--- src/hdl/fds_pkg.sv ---
// shared types and constants for the directory entry scanner
// no dependencies
package fds_pkg;

    localparam int POS_W = 5;
    localparam logic [POS_W-1:0] LAST_POS = 5'd31;
    localparam logic [POS_W-1:0] NAME_BYTES = 5'd11;

    localparam logic [POS_W-1:0] POS_FIRST = 5'd0;
    localparam logic [POS_W-1:0] POS_ATTR = 5'd11;
    localparam logic [POS_W-1:0] POS_PART_SUM = 5'd13;
    localparam logic [POS_W-1:0] POS_CLUS_HI0 = 5'd20;
    localparam logic [POS_W-1:0] POS_CLUS_HI1 = 5'd21;
    localparam logic [POS_W-1:0] POS_CLUS_LO0 = 5'd26;
    localparam logic [POS_W-1:0] POS_CLUS_LO1 = 5'd27;

    localparam logic [7:0] FREE_MARK = 8'hE5;
    localparam logic [7:0] END_MARK = 8'h00;
    localparam logic [7:0] LONG_MASK = 8'h3F;
    localparam logic [7:0] LONG_ATTR = 8'h0F;
    localparam int LAST_FLAG_BIT = 6;
    localparam int VOLUME_BIT = 3;

    typedef enum logic [2:0] {
        KIND_FREE   = 3'd0,
        KIND_END    = 3'd1,
        KIND_LONG   = 3'd2,
        KIND_VOLUME = 3'd3,
        KIND_SHORT  = 3'd4
    } kind_t;

    typedef enum logic [2:0] {
        ST_OK        = 3'd0,
        ST_NO_LAST   = 3'd1,
        ST_BAD_ORD   = 3'd2,
        ST_BAD_PART  = 3'd3,
        ST_BAD_SHORT = 3'd4
    } status_t;

    // what the capture stage knows about the entry in flight
    typedef struct packed {
        logic        last;
        logic [7:0]  first_byte;
        logic [7:0]  attribute_byte;
        logic [7:0]  part_checksum;
        logic [31:0] cluster;
        logic [7:0]  name_checksum;
    } entry_t;

endpackage

--- src/hdl/fds_capture.sv ---
// byte position counter, field latches and running name checksum
// depends on fds_pkg
module fds_capture
    import fds_pkg::*;
(
    input  logic       clk,
    input  logic       rst_n,
    input  logic       step,
    input  logic [7:0] data,
    input  logic       clear,
    output entry_t     entry
);

    logic [POS_W-1:0] pos_reg, pos_next;
    logic [7:0]       first_reg, first_next;
    logic [7:0]       attr_reg, attr_next;
    logic [7:0]       part_reg, part_next;
    logic [31:0]      cluster_reg, cluster_next;
    logic [7:0]       sum_reg, sum_next;
    logic [POS_W-1:0] pos;
    logic [7:0]       sum_base;

    assign pos = clear ? '0 : pos_reg;
    assign sum_base = (pos == POS_FIRST) ? 8'h00 : sum_reg;

    always_comb
    begin
        pos_next = pos_reg;
        first_next = first_reg;
        attr_next = attr_reg;
        part_next = part_reg;
        cluster_next = cluster_reg;
        sum_next = sum_reg;
        if (step)
        begin
            pos_next = pos + 1'b1;
            // rotate right by one, then add
            if (pos < NAME_BYTES)
            begin
                sum_next = {sum_base[0], sum_base[7:1]} + data;
            end
            case (pos)
                POS_FIRST:    first_next = data;
                POS_ATTR:     attr_next = data;
                POS_PART_SUM: part_next = data;
                POS_CLUS_HI0: cluster_next[23:16] = data;
                POS_CLUS_HI1: cluster_next[31:24] = data;
                POS_CLUS_LO0: cluster_next[7:0] = data;
                POS_CLUS_LO1: cluster_next[15:8] = data;
                default:      ;
            endcase
        end
    end

    always_ff @(posedge clk or negedge rst_n)
    begin
        if (!rst_n)
        begin
            pos_reg <= '0;
            first_reg <= '0;
            attr_reg <= '0;
            part_reg <= '0;
            cluster_reg <= '0;
            sum_reg <= '0;
        end
        else
        begin
            pos_reg <= pos_next;
            first_reg <= first_next;
            attr_reg <= attr_next;
            part_reg <= part_next;
            cluster_reg <= cluster_next;
            sum_reg <= sum_next;
        end
    end

    // fields used at the last byte are all latched before it arrives
    always_comb
    begin
        entry.last = (pos == LAST_POS);
        entry.first_byte = first_reg;
        entry.attribute_byte = attr_reg;
        entry.part_checksum = part_reg;
        entry.cluster = cluster_reg;
        entry.name_checksum = sum_reg;
    end

endmodule

--- src/hdl/fds_classifier.sv ---
// entry classification, long-name sequence tracking and result register
// depends on fds_pkg
module fds_classifier
    import fds_pkg::*;
(
    input  logic        clk,
    input  logic        rst_n,
    input  logic        step,
    input  logic        clear,
    input  entry_t      entry,
    input  logic        take,
    output logic        res_valid,
    output kind_t       res_kind,
    output status_t     res_status,
    output logic [31:0] res_cluster,
    output logic [7:0]  res_attr,
    output logic        res_long,
    output logic [7:0]  res_sum
);

    logic        active_reg, active_next;
    logic [7:0]  ord_reg, ord_next;
    logic [7:0]  seq_sum_reg, seq_sum_next;
    logic        ended_reg, ended_next;
    logic        valid_reg, valid_next;
    kind_t       kind_reg, kind_next;
    status_t     status_reg, status_next;
    logic [31:0] cluster_reg, cluster_next;
    logic [7:0]  attr_reg;
    logic        long_reg, long_next;
    logic [7:0]  sum_reg;
    logic        emit;
    logic [7:0]  ord_dec;

    assign emit = step && entry.last && !ended_reg;
    assign ord_dec = ord_reg - 8'd1;

    always_comb
    begin
        active_next = active_reg;
        ord_next = ord_reg;
        seq_sum_next = seq_sum_reg;
        ended_next = ended_reg;
        kind_next = KIND_SHORT;
        status_next = ST_OK;
        cluster_next = '0;
        long_next = 1'b0;
        if (step && clear)
        begin
            active_next = 1'b0;
            ord_next = '0;
            seq_sum_next = '0;
            ended_next = 1'b0;
        end
        if (entry.first_byte == FREE_MARK)
        begin
            kind_next = KIND_FREE;
        end
        else if (entry.first_byte == END_MARK)
        begin
            kind_next = KIND_END;
        end
        else if ((entry.attribute_byte & LONG_MASK) == LONG_ATTR)
        begin
            kind_next = KIND_LONG;
            if (!active_reg)
            begin
                if (!entry.first_byte[LAST_FLAG_BIT])
                begin
                    status_next = ST_NO_LAST;
                end
            end
            else if (entry.first_byte != ord_dec)
            begin
                status_next = ST_BAD_ORD;
            end
            else if (entry.part_checksum != seq_sum_reg)
            begin
                status_next = ST_BAD_PART;
            end
        end
        else if (entry.attribute_byte[VOLUME_BIT])
        begin
            kind_next = KIND_VOLUME;
        end
        else
        begin
            cluster_next = entry.cluster;
            if (active_reg)
            begin
                if (entry.name_checksum == seq_sum_reg)
                begin
                    long_next = 1'b1;
                end
                else
                begin
                    status_next = ST_BAD_SHORT;
                end
            end
        end

        // sequence update, only when a result is produced
        if (emit)
        begin
            case (kind_next)
                KIND_END:
                begin
                    ended_next = 1'b1;
                    active_next = 1'b0;
                    ord_next = '0;
                    seq_sum_next = '0;
                end
                KIND_LONG:
                begin
                    if (status_next != ST_OK)
                    begin
                        active_next = 1'b0;
                        ord_next = '0;
                        seq_sum_next = '0;
                    end
                    else if (!active_reg)
                    begin
                        active_next = 1'b1;
                        ord_next = entry.first_byte & ~(8'h01 << LAST_FLAG_BIT);
                        seq_sum_next = entry.part_checksum;
                    end
                    else
                    begin
                        ord_next = ord_dec;
                    end
                end
                KIND_SHORT:
                begin
                    active_next = 1'b0;
                    ord_next = '0;
                    seq_sum_next = '0;
                end
                default: ;
            endcase
        end
    end

    always_comb
    begin
        valid_next = valid_reg;
        if (emit)
        begin
            valid_next = 1'b1;
        end
        else if (take)
        begin
            valid_next = 1'b0;
        end
    end

    always_ff @(posedge clk or negedge rst_n)
    begin
        if (!rst_n)
        begin
            active_reg <= 1'b0;
            ord_reg <= '0;
            seq_sum_reg <= '0;
            ended_reg <= 1'b0;
            valid_reg <= 1'b0;
        end
        else
        begin
            active_reg <= active_next;
            ord_reg <= ord_next;
            seq_sum_reg <= seq_sum_next;
            ended_reg <= ended_next;
            valid_reg <= valid_next;
        end
    end

    // result word
    always_ff @(posedge clk)
    begin
        if (emit)
        begin
            kind_reg <= kind_next;
            status_reg <= status_next;
            cluster_reg <= cluster_next;
            attr_reg <= entry.attribute_byte;
            long_reg <= long_next;
            sum_reg <= entry.name_checksum;
        end
    end

    assign res_valid = valid_reg;
    assign res_kind = kind_reg;
    assign res_status = status_reg;
    assign res_cluster = cluster_reg;
    assign res_attr = attr_reg;
    assign res_long = long_reg;
    assign res_sum = sum_reg;

endmodule

--- src/hdl/fat_dir_entry_scanner.sv ---
// Directory entry scanner: takes one directory byte per cycle while the
// input is not stalled and, at the last of every 32 bytes, gives one result
// word with the entry kind, the long-name sequence status, attributes, name
// checksum and first cluster. Input words go into an input register and the
// result into an output register, so a word is taken every cycle while the
// output is free or being taken; the last byte passes the input register, then
// the result register. After an end-of-list entry no results come until restart.
// depends on fds_pkg, fds_capture, fds_classifier
module fat_dir_entry_scanner
    import fds_pkg::*;
(
    input  logic        clk,
    input  logic        rst_n,
    input  logic        byte_valid,
    output logic        byte_stall,
    input  logic [7:0]  entry_byte,
    input  logic        restart,
    output logic        entry_valid,
    input  logic        entry_stall,
    output logic [2:0]  entry_kind,
    output logic [2:0]  status,
    output logic [31:0] first_cluster,
    output logic [7:0]  attributes,
    output logic        has_long_name,
    output logic [7:0]  name_checksum
);

    logic       in_valid_reg, in_valid_next;
    logic [7:0] in_byte_reg;
    logic       in_restart_reg;
    logic       advance;
    logic       step;
    logic       load;
    logic       take;
    entry_t     entry;
    kind_t      kind;
    status_t    stat;

    // the result register is free or being taken this cycle
    assign advance = !entry_valid || !entry_stall;
    assign step = in_valid_reg && advance;
    assign byte_stall = in_valid_reg && !advance;
    assign load = byte_valid && !byte_stall;
    assign take = entry_valid && !entry_stall;

    always_comb
    begin
        in_valid_next = in_valid_reg;
        if (load)
        begin
            in_valid_next = 1'b1;
        end
        else if (step)
        begin
            in_valid_next = 1'b0;
        end
    end

    always_ff @(posedge clk or negedge rst_n)
    begin
        if (!rst_n)
        begin
            in_valid_reg <= 1'b0;
        end
        else
        begin
            in_valid_reg <= in_valid_next;
        end
    end

    always_ff @(posedge clk)
    begin
        if (load)
        begin
            in_byte_reg <= entry_byte;
            in_restart_reg <= restart;
        end
    end

    fds_capture u_capture (
        .clk   (clk),
        .rst_n (rst_n),
        .step  (step),
        .data  (in_byte_reg),
        .clear (in_restart_reg),
        .entry (entry)
    );

    fds_classifier u_classifier (
        .clk         (clk),
        .rst_n       (rst_n),
        .step        (step),
        .clear       (in_restart_reg),
        .entry       (entry),
        .take        (take),
        .res_valid   (entry_valid),
        .res_kind    (kind),
        .res_status  (stat),
        .res_cluster (first_cluster),
        .res_attr    (attributes),
        .res_long    (has_long_name),
        .res_sum     (name_checksum)
    );

    assign entry_kind = kind;
    assign status = stat;

endmodule

--- config.mk ---
export PLATFORM = sky130hd
export DESIGN_NAME = fat_dir_entry_scanner
export DESIGN_NICKNAME = d
export VERILOG_FILES = /design/src/hdl/fds_pkg.sv /design/src/hdl/fds_capture.sv /design/src/hdl/fds_classifier.sv /design/src/hdl/fat_dir_entry_scanner.sv
export SDC_FILE = /design/constraint.sdc
export NUM_CORES = 1
export LEC_CHECK = 0
export ABC_CLOCK_PERIOD_IN_PS = 3700
export BUFFER_PORTS_ARGS = -buffer_cell sky130_fd_sc_hd__buf_2
export CAP_MARGIN = 5
export CORE_MARGIN = 5
export CORE_UTILIZATION = 53
export DETAILED_ROUTE_END_ITERATION = 6
export PLACE_DENSITY_LB_ADDON = 0.1
export SYNTH_ARGS = -nofsm -noshare
export SYNTH_HDL_FRONTEND = slang
export SYNTH_HIERARCHICAL = 1
export SYNTH_SLANG_ARGS = --single-unit
--- constraint.sdc ---
create_clock -name clk -period 3.7 [get_ports clk]
set_input_delay 0.74 -clock clk [delete_from_list [all_inputs] [get_ports clk]]
set_output_delay 0.74 -clock clk [all_outputs]
set_load 0.05 [all_outputs]
; Word-level counts from Yosys, hierarchy flattened
; Index checks and enable logic that the tools add are counted.
; W data, S select, Z words.
[totals]
input_bits = 13
ram_bits = 0
output_inout_bits = 57
mem_bits_ro = 0
n_memories = 0
latchBits = 0
reg_bits = 153
[op_classes]
reduce_logical = 29
n_bitwise = 1
div_mod_pow = 0
n_mul = 0
shift = 0
mux = 39
n_addsub = 3
n_lt_le_gt_ge = 1
n_eq_ne = 15
[op_table]
columns = operator, count
row1 = $mux W8, 9
row2 = $mux W3, 12
row3 = $pmux W8 S2, 2
row4 = $eq A5 B5 Y1 const B, 5
row5 = $ne A8 B8 Y1, 2
row6 = $reduce_and A2 Y1, 8
row7 = $mux W1, 13
row8 = $eq A5 B4 Y1 const B, 2
row9 = $add A8 B8 Y8, 1
row10 = $eq A8 B8 Y1, 1
row11 = $eq A8 B8 Y1 const B, 1
row12 = $logic_not A8 Y1, 1
row13 = $sub A8 B1 Y8 const B, 1
row14 = $logic_and A1 B1 Y1, 7
row15 = $eq A6 B4 Y1 const B, 1
row16 = $add A5 B1 Y5 const B, 1
row17 = $logic_not A1 Y1, 5
row18 = $logic_not A5 Y1, 1
row19 = $lt A5 B4 Y1 const B, 1
row20 = $mux W5, 1
row21 = $reduce_or A5 Y1, 1
row22 = $reduce_bool A2 Y1, 2
row23 = $reduce_or A4 Y1, 1
row24 = $eq A3 B1 Y1 const B, 1
row25 = 8 further kinds, 8

; Depth between registers and ports, before layout
[logic_depth]
depth_word = 11
ltp_mapped = 15
mapped_depth_nobuf = 13

; Cells and area by module
; The synthesis kept the hierarchy.
[by_module_without_submodules]
columns = mod, area_per_inst_um2, cells_per_inst, n_inst
row1 = fds_classifier, 3382.0, 255, 1
row2 = fds_capture, 3163.0, 236, 1
row3 = fat_dir_entry_scanner, 337.8, 16, 1

; Worst setup path before layout
; OpenSTA, ideal clock, no wires.
[synth_path]
kind = register -> register
from = register in_restart_reg
to = register u_classifier.ord_reg[6]
setup_ns = 0.124
setup_slack_ns = -0.277
path_buffers = 2
period_less_slack_ns = 3.977
path_stages_with_launch = 15
t_arrival_ns = 3.854
cell_sequence = edfxtp_1 > buf_2 > nand2b_1 > inv_1 > ha_1 > nand2_1 > nor2_1 > ha_1 > nand2_1 > or2_2 > inv_1 > o221ai_1 > and2_1 > clkbuf_1 > o31a_1
[synth_rtl]
columns = element, line_no
row1 = from (decl), fat_dir_entry_scanner.sv:30  ; logic in_restart_reg;
row2 = from (signal assigned), fat_dir_entry_scanner.sv:76  ; in_restart_reg <= restart;
row3 = to (signal assigned), fds_classifier.sv:169  ; ord_reg <= ord_next;
row4 = to (decl), fds_classifier.sv:22  ; logic [7:0] ord_reg, ord_next;

==> metrics.cfg <==
[clock_network]
clkTransAtPathRegs_ps=60
post_cts_buffers=0
cts_hold_buf=0
clock_sink_total=153
root_buffer=sky130_fd_sc_hd__clkbuf_16
clock_insertion_delay_worst_skew_ps=420
cts_buffers=17
clock_tree_from_tritoncts=done
cts-resized-gates=0
cts.htree.levels=4
cts_buffer_depth=2

[hold_path]
hold_class=input pin to async pin

[power]
power_density_nw_per_um2=571
vdd_ir_drop_max_mv=0.298
p_leak_uw=0.00357

[synthesis]
flip_flop_and_latch_count_after_synthesis=153
edff_count_synth=64
yosysWarnings=6
yosysMostFrequentCell=sky130_fd_sc_hd__dfrtp_1
synthDistinctLibCells=62
synth_top_cells_by_count=89 x sky130_fd_sc_hd__dfrtp_1, 64 x sky130_fd_sc_hd__edfxtp_1, 58 x sky130_fd_sc_hd__mux2_2
synth.top_cell.area_share_pct=32.4
synth_top_cell_by_area=sky130_fd_sc_hd__dfrtp_1
ys_async_sr_fraction_pct=58.2
post_synth.cell_area_avg_um2=13.6
synth.area.top_cells=sky130_fd_sc_hd__dfrtp_1 32%, sky130_fd_sc_hd__edfxtp_1 28%, sky130_fd_sc_hd__mux2_2 9.5%, sky130_fd_sc_hd__and2_1 3.9%, sky130_fd_sc_hd__ha_1 2.4%
syn_nets=534
syn_area_um2=6880
seq_area_frac_synth_pct=60.3
postSynthCellCount=507
postSynth.topFlopCell=sky130_fd_sc_hd__dfrtp_1

[drt]
drt_iter0_markers=247
routed_length_per_instance_um=18.1
ant_nets=0
vias_per_cell=5.45
drt_pre_antenna_iters=5
detail_route.drc_violations=0
drt-total-wl_um=13900
vias=4193

[timing]
finalCritPeriodShare_pct=84.8
timing_max_transition_violations_final=0
final-setup-viol-count=0
period_minus_slack_ps=3140
final_hold_viol_count=0
achievable-frequency_mhz=319
rsz0062_at_grt=false
hold_slack_ps=321
totalNegativeSetupSlack_ps=0
maxSlewHeadroom_pct=39.3
timing_worst_slew_pin_value_ps=904
clock-skew-final_ps=8.50

[critical_path]
crit_arrival_ps=3490
crit_path_capture_type=register
critPathLaunchType=register
path_max_fanout=14
worst-setup-path-type=register to register
critical_path_required_ps=4050

[finish]
area_delta_synth_final_pct=15.5
antennaDiodeCount=0
layout.cells.non_filler=770
finish.utilization_pct=62.8
fin_nets=612
drive_above_1_share_pct=30.3
layout.cell_area.non_filler_um2=7950
fill_cells=1004

[place]
post_dp_cell_area_um2=7410
placed_cells_incl_taps=738
dp_hpwl_um=9470
place.gp.congestion=0.887
numPortBuffers=69

[global_route]
grt_max_degree=43
grtUsageTotal_pct=19.5
grt_antenna_before_repair=0
global_route_wire_length_before_repair_um=22200
globalRoute.totalOverflow=0
first_global_vias=4131

[floorplanning]
initial_core_util_pct=54.3
die_w_um=124
floorplan.io_pins=70
fp.dieArea_um2=15400
die_h_um=124
design.core.area_um2=12700
placement_rows=41

[run_status]
status=finished clean

[run]
cap_viol_max_count=0

metal layers:
metal | routed length, µm | GRT usage, %
met1 | 6410 | 27.3
met2 | 6760 | 30.5
met3 | 557 | 4.13
met4 | 170 | 6.64
met5 | 0 | 0
worst paths after layout:
| kind | startpoint | end | slack (ps) | cells past startpoint |
|---|---|---|---|---|
| max | in_restart_reg$_DFFE_PP_ | u_classifier/seq_sum_reg[0]$_DFF_PN0_ | 560 | 12 |
| min | rst_n | u_classifier/ord_reg[7]$_DFF_PN0_ | 320 | 1 |
| max reg2reg | in_restart_reg$_DFFE_PP_ | u_classifier/seq_sum_reg[0]$_DFF_PN0_ | 560 | 12 |
| min reg2reg | u_capture/attr_reg[4]$_DFFE_PN0P_ | u_classifier/res_attr[4]$_DFFE_PP_ | 470 | 0 |
| max in group asynchronous | rst_n | u_capture/first_reg[2]$_DFFE_PN0P_ | 2590 | 2 |
| min in group clk | u_capture/attr_reg[4]$_DFFE_PN0P_ | u_classifier/res_attr[4]$_DFFE_PP_ | 470 | 0 |
report_power, final:
part	switching (µW)	internal [µW]	leakage, µW
clock network	663	924	0.000255
logic	416	363	0.00148
registers	233	1940	0.00183
total	1310	3230	0.00357
through the flow:
step           total power, µW  setup WS (ps)
4_1_cts                   4580            563
5_1_grt                   4780            286
6_report                  4540            563
3_3_place_gp              2970            760
3_5_place_dp              2990            590
2_1_floorplan             2770            349
placed cells by master, fill, tap and decap left out, types with 8 or more instances in the layout:
cell,synthesis,layout
sky130_fd_sc_hd__buf_2,3,68
sky130_fd_sc_hd__nor2_1,19,19
sky130_fd_sc_hd__a21oi_1,16,16
sky130_fd_sc_hd__xor2_1,18,18
sky130_fd_sc_hd__edfxtp_1,64,64
sky130_fd_sc_hd__and2_1,43,43
sky130_fd_sc_hd__xnor2_1,14,14
sky130_fd_sc_hd__mux2_2,58,58
sky130_fd_sc_hd__buf_4,2,8
sky130_fd_sc_hd__o21ai_0,14,14
sky130_fd_sc_hd__clkbuf_16,0,17
sky130_fd_sc_hd__ha_1,13,13
sky130_fd_sc_hd__inv_1,16,15
sky130_fd_sc_hd__dfrtp_1,89,89
sky130_fd_sc_hd__nand2_1,24,24
sky130_fd_sc_hd__a22o_1,15,15
area by class of cell:
| cell class | count | area (µm²) | share of cell area, % |
|---|---|---|---|
| Tap cell | 172 | 215 | 2.71 |
| Sequential cell | 153 | 4150 | 52.2 |
| Inverter | 17 | 67.6 | 0.850 |
| Clock inverter | 11 | 101 | 1.27 |
| Timing Repair Buffer | 76 | 400 | 5.04 |
| Multi-Input combinational cell | 320 | 2580 | 32.4 |
| Clock buffer | 21 | 440 | 5.54 |
worst max-delay path, cell delays in order (launching register included):
cell and delay [ps]:
sky130_fd_sc_hd__edfxtp_1 550, sky130_fd_sc_hd__nand2b_1 260, sky130_fd_sc_hd__inv_1 100, sky130_fd_sc_hd__ha_1 230
sky130_fd_sc_hd__nand2_1 130, sky130_fd_sc_hd__nor2_1 130, sky130_fd_sc_hd__ha_1 150, sky130_fd_sc_hd__nand2_1 50
sky130_fd_sc_hd__or2_2 330, sky130_fd_sc_hd__clkinvlp_4 250, sky130_fd_sc_hd__nand4_1 240, sky130_fd_sc_hd__o31ai_4 440
sky130_fd_sc_hd__a22o_1 210
logic make-up (layout without fill, tap and decap cells):
| group | after synthesis | in the layout | synth area share (%) |
|---|---|---|---|
| buffers and inverters | 34 | 125 | 2.27 |
| adders and majority gates | 14 | 14 | 2.65 |
| xor gates and xnor gates | 34 | 34 | 4.73 |
| DFF | 153 | 153 | 60.3 |
| muxes | 60 | 60 | 9.78 |
| AOI/OAI and AO/OA | 71 | 71 | 7.38 |
| and+or+nand+nor | 141 | 141 | 12.9 |
Power figures use the tool's default switching activity.
